### src/hw/rtl/assert_macros.svh
// ----------------------------------------------------------------------------
// assert_macros
// clocked assertion helpers used by pending_ack_retry_table_unit
// ----------------------------------------------------------------------------
`ifndef ASSERT_MACROS_SVH
`define ASSERT_MACROS_SVH

// property must hold at every clock edge outside reset
`define ASSERT_CLK(name, prop) \
   name: assert property (@(posedge clock) disable iff (reset) prop) \
      else $error("%m: property failed");

// condition must never be seen outside reset
`define ASSERT_NEVER(name, cond) \
   name: assert property (@(posedge clock) disable iff (reset) !(cond)) \
      else $error("%m: forbidden condition seen");

`endif

### src/hw/rtl/prtt_pkg.sv
// ----------------------------------------------------------------------------
// prtt_pkg
// types and constants of the pending ack retry table
// ----------------------------------------------------------------------------
package prtt_pkg;

   localparam int unsigned NUM_SLOTS = 10;
   localparam int unsigned SLOT_W    = 4;
   localparam int unsigned CMD_W     = 2;
   localparam int unsigned MAC_W     = 48;
   localparam int unsigned ACK_W     = 8;
   localparam int unsigned MSG_W     = 16;
   localparam int unsigned RETRY_W   = 4;

   localparam int unsigned CSR_DATA_W = 32;
   localparam int unsigned CSR_ADDR_W = 3;

   localparam logic [RETRY_W-1:0] RETRY_LIMIT_RESET = RETRY_W'(5);

   typedef enum logic [CMD_W-1:0] {
      CMD_STORE  = 2'd0,
      CMD_REMOVE = 2'd1,
      CMD_CHECK  = 2'd2
   } cmd_type;

   // register index as decoded from the word address
   typedef enum logic {
      REG_RETRY_LIMIT = 1'b0
   } reg_type;

   // command broadcast to every cell during a scan
   typedef struct packed {
      cmd_type            cmd;
      logic [MAC_W-1:0]   dest_mac;
      logic [MAC_W-1:0]   src_mac;
      logic [ACK_W-1:0]   ack_code;
      logic [MSG_W-1:0]   msg_id;
      logic [RETRY_W-1:0] limit;
   } op_type;

   // scan packet handed from cell to cell
   typedef struct packed {
      logic               live;
      logic               hit;
      logic [SLOT_W-1:0]  slot;
      logic [MAC_W-1:0]   dest_mac;
      logic [MAC_W-1:0]   src_mac;
      logic [ACK_W-1:0]   ack_code;
      logic [MSG_W-1:0]   msg_id;
      logic [RETRY_W-1:0] retries;
   } pkt_type;

endpackage

### src/hw/rtl/prtt_if.sv
// ----------------------------------------------------------------------------
// prtt_if
// request and response channels of the pending ack retry table
// ----------------------------------------------------------------------------
interface prtt_req_if;
   logic                           valid;
   logic                           ready;
   logic [prtt_pkg::CMD_W-1:0]     command;
   logic [prtt_pkg::MAC_W-1:0]     dest_mac;
   logic [prtt_pkg::MAC_W-1:0]     src_mac;
   logic [prtt_pkg::ACK_W-1:0]     ack_code;
   logic [prtt_pkg::MSG_W-1:0]     msg_id;

   modport source (
      output valid, command, dest_mac, src_mac, ack_code, msg_id,
      input  ready
   );
   modport sink (
      input  valid, command, dest_mac, src_mac, ack_code, msg_id,
      output ready
   );
endinterface

interface prtt_rsp_if;
   logic                           valid;
   logic                           ready;
   logic                           ok;
   logic [prtt_pkg::SLOT_W-1:0]    slot;
   logic [prtt_pkg::MAC_W-1:0]     out_dest_mac;
   logic [prtt_pkg::MAC_W-1:0]     out_src_mac;
   logic [prtt_pkg::ACK_W-1:0]     out_ack_code;
   logic [prtt_pkg::MSG_W-1:0]     out_msg_id;
   logic [prtt_pkg::RETRY_W-1:0]   retries_before;

   modport source (
      output valid, ok, slot, out_dest_mac, out_src_mac, out_ack_code, out_msg_id,
             retries_before,
      input  ready
   );
   modport sink (
      input  valid, ok, slot, out_dest_mac, out_src_mac, out_ack_code, out_msg_id,
             retries_before,
      output ready
   );
endinterface

### src/hw/rtl/prtt_csr.sv
// ----------------------------------------------------------------------------
// prtt_csr
// apb register block holding the retry limit
// ----------------------------------------------------------------------------
module prtt_csr (
   input  logic                               clock,
   input  logic                               reset,
   input  logic                               csr_psel,
   input  logic                               csr_penable,
   input  logic                               csr_pwrite,
   input  logic [prtt_pkg::CSR_ADDR_W-1:0]    csr_paddr,
   input  logic [prtt_pkg::CSR_DATA_W-1:0]    csr_pwdata,
   output logic [prtt_pkg::CSR_DATA_W-1:0]    csr_prdata,
   output logic                               csr_pready,
   output logic [prtt_pkg::RETRY_W-1:0]       retry_limit
);

   logic [prtt_pkg::RETRY_W-1:0] limit_ff;
   logic [prtt_pkg::RETRY_W-1:0] limit_in;
   prtt_pkg::reg_type            reg_sel;
   logic                         hit_reg;

   always_comb begin
      reg_sel = prtt_pkg::reg_type'(csr_paddr[prtt_pkg::CSR_ADDR_W-1]);
      hit_reg = (reg_sel == prtt_pkg::REG_RETRY_LIMIT);
      limit_in = limit_ff;
      if (csr_psel && csr_penable && csr_pwrite && hit_reg) begin
         limit_in = csr_pwdata[prtt_pkg::RETRY_W-1:0];
      end
      csr_prdata = '0;
      if (hit_reg) begin
         csr_prdata = prtt_pkg::CSR_DATA_W'(limit_ff);
      end
   end

   always_ff @(posedge clock) begin
      if (reset) begin
         limit_ff <= prtt_pkg::RETRY_LIMIT_RESET;
      end else begin
         limit_ff <= limit_in;
      end
   end

   assign csr_pready  = 1'b1;
   assign retry_limit = limit_ff;

endmodule

### src/hw/rtl/prtt_cell.sv
// ----------------------------------------------------------------------------
// prtt_cell
// one table slot; claims the passing scan packet when the command matches
// ----------------------------------------------------------------------------
module prtt_cell #(
   parameter int unsigned IDX = 0
) (
   input  logic              clock,
   input  logic              reset,
   input  prtt_pkg::op_type  op,
   input  prtt_pkg::pkt_type pkt_in,
   output prtt_pkg::pkt_type pkt_out
);

   logic [prtt_pkg::MAC_W-1:0]   dest_ff, dest_in;
   logic [prtt_pkg::MAC_W-1:0]   src_ff, src_in;
   logic [prtt_pkg::ACK_W-1:0]   ack_ff, ack_in;
   logic [prtt_pkg::MSG_W-1:0]   msg_ff, msg_in;
   logic [prtt_pkg::RETRY_W-1:0] retries_ff, retries_in;
   prtt_pkg::pkt_type            pkt_ff, pkt_in_w;
   logic                         occupied;
   logic                         match;
   logic                         take;

   always_comb begin
      occupied = (msg_ff != '0);
      case (op.cmd)
         prtt_pkg::CMD_STORE: begin
            match = (op.msg_id != '0) && !occupied;
         end
         prtt_pkg::CMD_REMOVE: begin
            match = occupied && (msg_ff == op.msg_id) && (dest_ff == op.src_mac);
         end
         prtt_pkg::CMD_CHECK: begin
            match = occupied;
         end
         default: begin
            match = 1'b0;
         end
      endcase
      take = pkt_in.live && !pkt_in.hit && match;

      dest_in    = dest_ff;
      src_in     = src_ff;
      ack_in     = ack_ff;
      msg_in     = msg_ff;
      retries_in = retries_ff;
      pkt_in_w   = pkt_in;

      if (take) begin
         pkt_in_w.hit  = 1'b1;
         pkt_in_w.slot = prtt_pkg::SLOT_W'(IDX);
         case (op.cmd)
            prtt_pkg::CMD_STORE: begin
               dest_in    = op.dest_mac;
               src_in     = op.src_mac;
               ack_in     = op.ack_code;
               msg_in     = op.msg_id;
               retries_in = op.limit;
            end
            prtt_pkg::CMD_CHECK: begin
               pkt_in_w.dest_mac = dest_ff;
               pkt_in_w.src_mac  = src_ff;
               pkt_in_w.ack_code = ack_ff;
               pkt_in_w.msg_id   = msg_ff;
               pkt_in_w.retries  = retries_ff;
               if (retries_ff <= prtt_pkg::RETRY_W'(1)) begin
                  dest_in    = '0;
                  src_in     = '0;
                  ack_in     = '0;
                  msg_in     = '0;
                  retries_in = '0;
               end else begin
                  retries_in = retries_ff - prtt_pkg::RETRY_W'(1);
               end
            end
            default: begin
               // remove on ack frees the slot
               dest_in    = '0;
               src_in     = '0;
               ack_in     = '0;
               msg_in     = '0;
               retries_in = '0;
            end
         endcase
      end
   end

   always_ff @(posedge clock) begin
      if (reset) begin
         msg_ff      <= '0;
         pkt_ff.live <= 1'b0;
      end else begin
         msg_ff <= msg_in;
         pkt_ff <= pkt_in_w;
      end
      dest_ff    <= dest_in;
      src_ff     <= src_in;
      ack_ff     <= ack_in;
      retries_ff <= retries_in;
   end

   assign pkt_out = pkt_ff;

endmodule

### src/hw/rtl/pending_ack_retry_table_unit.sv
// ----------------------------------------------------------------------------
// pending_ack_retry_table_unit
// table of sent messages awaiting an ack, scanned by a chain of slot cells
// ----------------------------------------------------------------------------
// flow: an accepted request registers start_ff and op_ff; the scan packet
//   walks the cell chain one slot per cycle and the last cell's packet is
//   registered as the response; a new request waits for the scan to end
// reset: synchronous; all slots free, retry limit 5, no clearing pass
// ----------------------------------------------------------------------------
`include "assert_macros.svh"

module pending_ack_retry_table_unit #(
   parameter int unsigned SLOTS = prtt_pkg::NUM_SLOTS
) (
   input  logic                             clock,
   input  logic                             reset,
   prtt_req_if.sink                         req_ch,
   prtt_rsp_if.source                       rsp_ch,
   input  logic                             csr_psel,
   input  logic                             csr_penable,
   input  logic                             csr_pwrite,
   input  logic [prtt_pkg::CSR_ADDR_W-1:0]  csr_paddr,
   input  logic [prtt_pkg::CSR_DATA_W-1:0]  csr_pwdata,
   output logic [prtt_pkg::CSR_DATA_W-1:0]  csr_prdata,
   output logic                             csr_pready
);

   logic [prtt_pkg::RETRY_W-1:0] retry_limit;
   prtt_pkg::op_type             op_ff, op_in;
   logic                         busy_ff, busy_in;
   logic                         start_ff, start_in;
   logic                         rsp_valid_ff, rsp_valid_in;
   prtt_pkg::pkt_type            rsp_ff, rsp_in;
   prtt_pkg::pkt_type            head_pkt;
   prtt_pkg::pkt_type            pkt_w [SLOTS];
   prtt_pkg::pkt_type            last_pkt;
   logic [SLOTS:0]               live_vec;
   logic                         accept;

   prtt_csr u_csr (
      .clock       (clock),
      .reset       (reset),
      .csr_psel    (csr_psel),
      .csr_penable (csr_penable),
      .csr_pwrite  (csr_pwrite),
      .csr_paddr   (csr_paddr),
      .csr_pwdata  (csr_pwdata),
      .csr_prdata  (csr_prdata),
      .csr_pready  (csr_pready),
      .retry_limit (retry_limit)
   );

   always_comb begin
      head_pkt      = '0;
      head_pkt.live = start_ff;
   end

   for (genvar k = 0; k < SLOTS; k++) begin : g_cell
      if (k == 0) begin : g_first
         prtt_cell #(.IDX(k)) u_cell (
            .clock   (clock),
            .reset   (reset),
            .op      (op_ff),
            .pkt_in  (head_pkt),
            .pkt_out (pkt_w[k])
         );
      end else begin : g_next
         prtt_cell #(.IDX(k)) u_cell (
            .clock   (clock),
            .reset   (reset),
            .op      (op_ff),
            .pkt_in  (pkt_w[k-1]),
            .pkt_out (pkt_w[k])
         );
      end
      assign live_vec[k+1] = pkt_w[k].live;
   end

   assign live_vec[0] = start_ff;
   assign last_pkt    = pkt_w[SLOTS-1];

   assign req_ch.ready = !busy_ff && (!rsp_valid_ff || rsp_ch.ready);
   assign accept       = req_ch.valid && req_ch.ready;

   always_comb begin
      op_in        = op_ff;
      busy_in      = busy_ff;
      start_in     = accept;
      rsp_valid_in = rsp_valid_ff;
      rsp_in       = rsp_ff;
      if (accept) begin
         op_in.cmd      = prtt_pkg::cmd_type'(req_ch.command);
         op_in.dest_mac = req_ch.dest_mac;
         op_in.src_mac  = req_ch.src_mac;
         op_in.ack_code = req_ch.ack_code;
         op_in.msg_id   = req_ch.msg_id;
         op_in.limit    = retry_limit;
         busy_in        = 1'b1;
      end
      if (rsp_valid_ff && rsp_ch.ready) begin
         rsp_valid_in = 1'b0;
      end
      if (last_pkt.live) begin
         busy_in      = 1'b0;
         rsp_valid_in = 1'b1;
         rsp_in       = last_pkt;
      end
   end

   always_ff @(posedge clock) begin
      if (reset) begin
         busy_ff      <= 1'b0;
         start_ff     <= 1'b0;
         rsp_valid_ff <= 1'b0;
      end else begin
         busy_ff      <= busy_in;
         start_ff     <= start_in;
         rsp_valid_ff <= rsp_valid_in;
      end
      op_ff  <= op_in;
      rsp_ff <= rsp_in;
   end

   assign rsp_ch.valid          = rsp_valid_ff;
   assign rsp_ch.ok             = rsp_ff.hit;
   assign rsp_ch.slot           = rsp_ff.slot;
   assign rsp_ch.out_dest_mac   = rsp_ff.dest_mac;
   assign rsp_ch.out_src_mac    = rsp_ff.src_mac;
   assign rsp_ch.out_ack_code   = rsp_ff.ack_code;
   assign rsp_ch.out_msg_id     = rsp_ff.msg_id;
   assign rsp_ch.retries_before = rsp_ff.retries;

   // one scan at a time in the chain
   `ASSERT_CLK(a_single_scan, $countones(live_vec) <= 1)
   // scan result never lands on an undelivered response
   `ASSERT_NEVER(a_rsp_overrun, last_pkt.live && rsp_valid_ff && !rsp_ch.ready)
   // a miss reports slot zero
   `ASSERT_CLK(a_miss_slot, (rsp_valid_ff && !rsp_ff.hit) |-> (rsp_ff.slot == '0))
   // a scan started is finished while busy
   `ASSERT_CLK(a_busy_scan, (live_vec != '0) |-> busy_ff)

endmodule
### src/flat_wrapper.sv
// flat-port wrapper written by rule: the top's interface ports become plain ports
module pending_ack_retry_table_unit_flat 
#(
   parameter int unsigned SLOTS = prtt_pkg::NUM_SLOTS
)
  (clock, reset, csr_psel, csr_penable, csr_pwrite, csr_paddr, csr_pwdata, csr_prdata, csr_pready, req_ch_valid, req_ch_command, req_ch_dest_mac, req_ch_src_mac, req_ch_ack_code, req_ch_msg_id, req_ch_ready, rsp_ch_valid, rsp_ch_ok, rsp_ch_slot, rsp_ch_out_dest_mac, rsp_ch_out_src_mac, rsp_ch_out_ack_code, rsp_ch_out_msg_id, rsp_ch_retries_before, rsp_ch_ready);
  prtt_req_if req_ch_i ();
  prtt_rsp_if rsp_ch_i ();
  input  logic clock;
  input  logic reset;
  input  logic csr_psel;
  input  logic csr_penable;
  input  logic csr_pwrite;
  input  logic [prtt_pkg::CSR_ADDR_W-1:0] csr_paddr;
  input  logic [prtt_pkg::CSR_DATA_W-1:0] csr_pwdata;
  output logic [prtt_pkg::CSR_DATA_W-1:0] csr_prdata;
  output logic csr_pready;
  input wire logic [$bits(req_ch_i.valid)-1:0] req_ch_valid;
  input wire logic [$bits(req_ch_i.command)-1:0] req_ch_command;
  input wire logic [$bits(req_ch_i.dest_mac)-1:0] req_ch_dest_mac;
  input wire logic [$bits(req_ch_i.src_mac)-1:0] req_ch_src_mac;
  input wire logic [$bits(req_ch_i.ack_code)-1:0] req_ch_ack_code;
  input wire logic [$bits(req_ch_i.msg_id)-1:0] req_ch_msg_id;
  output wire logic [$bits(req_ch_i.ready)-1:0] req_ch_ready;
  output wire logic [$bits(rsp_ch_i.valid)-1:0] rsp_ch_valid;
  output wire logic [$bits(rsp_ch_i.ok)-1:0] rsp_ch_ok;
  output wire logic [$bits(rsp_ch_i.slot)-1:0] rsp_ch_slot;
  output wire logic [$bits(rsp_ch_i.out_dest_mac)-1:0] rsp_ch_out_dest_mac;
  output wire logic [$bits(rsp_ch_i.out_src_mac)-1:0] rsp_ch_out_src_mac;
  output wire logic [$bits(rsp_ch_i.out_ack_code)-1:0] rsp_ch_out_ack_code;
  output wire logic [$bits(rsp_ch_i.out_msg_id)-1:0] rsp_ch_out_msg_id;
  output wire logic [$bits(rsp_ch_i.retries_before)-1:0] rsp_ch_retries_before;
  input wire logic [$bits(rsp_ch_i.ready)-1:0] rsp_ch_ready;
  assign req_ch_i.valid = req_ch_valid;
  assign req_ch_i.command = req_ch_command;
  assign req_ch_i.dest_mac = req_ch_dest_mac;
  assign req_ch_i.src_mac = req_ch_src_mac;
  assign req_ch_i.ack_code = req_ch_ack_code;
  assign req_ch_i.msg_id = req_ch_msg_id;
  assign req_ch_ready = req_ch_i.ready;
  assign rsp_ch_valid = rsp_ch_i.valid;
  assign rsp_ch_ok = rsp_ch_i.ok;
  assign rsp_ch_slot = rsp_ch_i.slot;
  assign rsp_ch_out_dest_mac = rsp_ch_i.out_dest_mac;
  assign rsp_ch_out_src_mac = rsp_ch_i.out_src_mac;
  assign rsp_ch_out_ack_code = rsp_ch_i.out_ack_code;
  assign rsp_ch_out_msg_id = rsp_ch_i.out_msg_id;
  assign rsp_ch_retries_before = rsp_ch_i.retries_before;
  assign rsp_ch_i.ready = rsp_ch_ready;
  pending_ack_retry_table_unit #(.SLOTS(SLOTS)) u_core (.clock(clock), .reset(reset), .req_ch(req_ch_i), .rsp_ch(rsp_ch_i), .csr_psel(csr_psel), .csr_penable(csr_penable), .csr_pwrite(csr_pwrite), .csr_paddr(csr_paddr), .csr_pwdata(csr_pwdata), .csr_prdata(csr_prdata), .csr_pready(csr_pready));
endmodule
### config.mk
export PLATFORM = sky130hd
export DESIGN_NAME = pending_ack_retry_table_unit_flat
export DESIGN_NICKNAME = d
export VERILOG_FILES = /design/src/hw/rtl/prtt_pkg.sv /design/src/hw/rtl/prtt_if.sv /design/src/hw/rtl/prtt_csr.sv /design/src/hw/rtl/prtt_cell.sv /design/src/hw/rtl/pending_ack_retry_table_unit.sv /design/src/flat_wrapper.sv
export VERILOG_INCLUDE_DIRS = /design/src /design/src/hw/rtl
export SDC_FILE = /design/constraint.sdc
export NUM_CORES = 2
export LEC_CHECK = 0
export BUFFER_PORTS_ARGS = -buffer_cell sky130_fd_sc_hd__buf_2
export CORE_MARGIN = 10
export CORE_UTILIZATION = 45
export DETAILED_ROUTE_END_ITERATION = 7
export SKIP_LAST_GASP = 1
export SYNTH_ARGS = -nofsm -noshare
export SYNTH_HDL_FRONTEND = slang
export SYNTH_SLANG_ARGS = --single-unit
### constraint.sdc
create_clock -name clock -period 52.4 [get_ports clock]
set_input_delay 2.62 -clock clock [delete_from_list [all_inputs] [get_ports clock]]
set_output_delay 2.62 -clock clock [all_outputs]
set_load 0.02 [all_outputs]
==> reports/metrics.yaml <==
worst_slew_pin_slew_ns: 1.326
syn_area_per_cell_um2: 17.46
maxSlewHeadroom_pct: 11.62
grt_max_degree: 157
synth_top_area_cell: "edfxtp_1"
coreArea_um2: 240800
ys_seq_area_share_pct: 75.20
die_area_um2: 262200
hold_path.class: "flop to flop"
start_util_pct: 45.25
hold_violations: 0
syn_inst: 6240
die_h_um: 512.0
dp_slack_ns: 45.17
synthTopCellsByCount: "edfxtp_1 (2,610), mux2_2 (1,029), xor2_1 (244)"
setup_viol: 0
fin_crit_ns: 6.217
cap_violations: 0
drtAntennaViolNets: 0
syn2layout_area_growth_pct: 13.63
synth_edf_count: 2610
antenna_found_initial: 21
cts_tree: "yes"
path_class: "input port to flop"
dp_hpwl_mm: 234.6
wire_per_inst_um: 32.95
yosysTopAreaCellShare_pct: 71.95
synth_seq_cells: 2787
status: "finished clean"
num-nets-final: 6861
detail_route.vias_per_cell: 5.601
startpoint_type: "input port"
setup_ws_ns: 46.18
power_density_nw_per_um2: 38.80
fmax_ghz: 0.1608
yosys-top-cells-area: "edfxtp_1 (72%), mux2_2 (11%), dfxtp_1 (3.3%)"
cts_sinks: 2787
cts_resized: 0
overflow: 0
cts-buffers-inserted: 311
cts_root_buffer: "clkbuf_16"
fp-row-count: 180
fin_crit_sh_pct: 11.86
rsz0062_at_grt: "no"
drtIter0Drc: 6036
synth_flop_cell: "edfxtp_1"
ios: 328
cts_setup_buffers: 0
synth-async-reset-ratio_pct: 0
portBuffers: 268
grt_pass1_vias: 56660
clock_skew_ns: 0.07762
layout-drive-gt1-share_pct: 27.58
crit_required_ns: 52.96
path_max_fanout: 143
dr.pass1.iters: 5
peakVddDrop_v: 0.00002596
vias: 56640
drc: 0
gr-usage-all-layers_pct: 24.81
syn_area_um2: 108900
place_congestion: 0.9697
clk_pin_slew_ns: 0.06
die_w_um: 512.0
clk_path_buf_depth: 4
synth_cell_types: 72
fin_setup_tns_ns: 0
finalMaxSlewViolations: 0
yosysMostFrequentCell: "edfxtp_1"
yosysWarnings: 0
worstSkewPairLatency_ns: 0.97
power.leakage_nw: 42.33
finalWirelength_mm: 333.2
htree_levels: 5
grt_pass1_wl_mm: 459.8
cts_hold_buf: 0
critPathCaptureType: "flop"
crit_arrival_ns: 6.78
## state kept, by name (all words and copies together) (netlist names), 8 cells and up
| register | flops |
|---|---|
| u_core.g_cell.g_first.u_cell.ack_ff | 8 |
| u_core.g_cell.g_first.u_cell.dest_ff | 48 |
| u_core.g_cell.g_first.u_cell.msg_ff | 16 |
| u_core.g_cell.g_first.u_cell.pkt_out | 126 |
| u_core.g_cell.g_first.u_cell.src_ff | 48 |
| u_core.g_cell.g_next.u_cell.ack_ff | 72 |
| u_core.g_cell.g_next.u_cell.dest_ff | 432 |
| u_core.g_cell.g_next.u_cell.msg_ff | 144 |
| u_core.g_cell.g_next.u_cell.pkt_out | 1159 |
| u_core.g_cell.g_next.u_cell.retries_ff | 36 |
| u_core.g_cell.g_next.u_cell.src_ff | 432 |
| u_core.op_ff | 126 |
| u_core.rsp_ch.out_ack_code | 8 |
| u_core.rsp_ch.out_dest_mac | 48 |
| u_core.rsp_ch.out_msg_id | 16 |
| u_core.rsp_ch.out_src_mac | 48 |
## area by class of cell
class	instances	area, um^2
Clock inverter	156	1358
Inverter	173	659.4
Tap cell	3185	3985
Multi-Input combinational cell	2988	25100
Antenna cell	21	52.55
Sequential cell	2787	81920
Clock buffer	386	8169
Fill cell	19490	117000
Timing Repair Buffer	416	2542
## path summary, 6_finish.rpt
| kind | from | endpoint | cells past startpoint | slack (ns) |
|---|---|---|---|---|
| min | u_core.g_cell[9].g_next.u_cell.pkt_out[95] | u_core.rsp_ch.out_dest_mac[19] | 0 | 0.41 |
| min reg2reg | u_core.g_cell[9].g_next.u_cell.pkt_out[95] | u_core.rsp_ch.out_dest_mac[19] | 0 | 0.41 |
| max | reset | u_core.g_cell[9].g_next.u_cell.pkt_out[67] | 6 | 46.18 |
| max reg2reg | u_core.op_ff[46] | u_core.g_cell[7].g_next.u_cell.src_ff[41] | 9 | 46.76 |
## power breakdown
group	internal (mW)	total (mW)	switching, mW	leakage, nW
registers	2.50	2.52	0.0202	26.3
clock network	1.21	2.07	0.862	4.65
logic	0.0584	0.207	0.149	11.4
total	3.77	4.80	1.03	42.3
## per-stage QoR
stage	utilization, %	power (mW)	cell area [um^2]	std cells	hold WS (ns)
6_report	51.42	4.803	123800	10110	0.4096
5_1_grt	51.40	4.947	123700	10090	0.4231
4_1_cts	51.39	4.840	123700	10090	0.4139
3_5_place_dp	47.44	2.774	114200	9549	0.4045
3_3_place_gp	47.44	2.771	114200	9549	0.4006
2_1_floorplan	-	2.737	109000	6267	0.4003
## critical path, stage by stage
cell and delay [ns]:
buf_4 0.23, inv_8 0.56, buf_12 0.59, buf_12 0.59, buf_4 0.83, buf_4 0.90
## cells by family (layout without fill, tap and decap cells)
logic type | after synthesis | in the layout | share of synthesized area (%)
multiplexers | 1098 | 1098 | 11.27
AO/OA/AOI/OAI | 420 | 420 | 2.710
XOR/XNOR | 472 | 472 | 3.795
AND/OR/NAND/NOR | 949 | 949 | 4.796
adder cells (fa/ha/maj) | 20 | 20 | 0.2297
flip-flops | 2787 | 2787 | 75.20
buffers and inverters | 492 | 1131 | 1.992
other | 2 | 50 | 0.006894
## layer usage
layer | vias up | global-route usage, % | share of wire (%)
met5 | - | 0 | 0.0036
met4 | 2 | 10.81 | 4.9
met3 | 486 | 3.246 | 5.1
met2 | 1948 | 39.31 | 47
met1 | 29560 | 34.47 | 43
li1 | 24640 | - | -
## layout by cell type, fill, tap and decap left out, types with 9 or more instances in the layout
cell type	instances
edfxtp_1	2610
mux2_2	1029
clkbuf_16	315
buf_2	267
xor2_1	244
xnor2_1	228
nand2_1	208
dfxtp_1	176
and2_1	173
inv_1	166
o21ai_0	165
buf_4	142
nor4_1	121
nor2b_1	114
nand4_1	84
clkinv_1	73
mux2i_1	69
clkbuf_1	69
o32ai_1	64
nor2_1	61
nand2b_1	46
nor3_1	45
clkinv_2	43
a2111oi_0	38
o22ai_1	37
conb_1	29
nand3_1	28
bufinv_16	22
diode_2	21
ha_1	20
o211ai_1	16
or2_2	15
a22o_1	14
o2111ai_1	13
o31ai_1	10
a221oi_1	10
o2bb2ai_1	9
No activity file was read; power rests on OpenSTA's default activity.
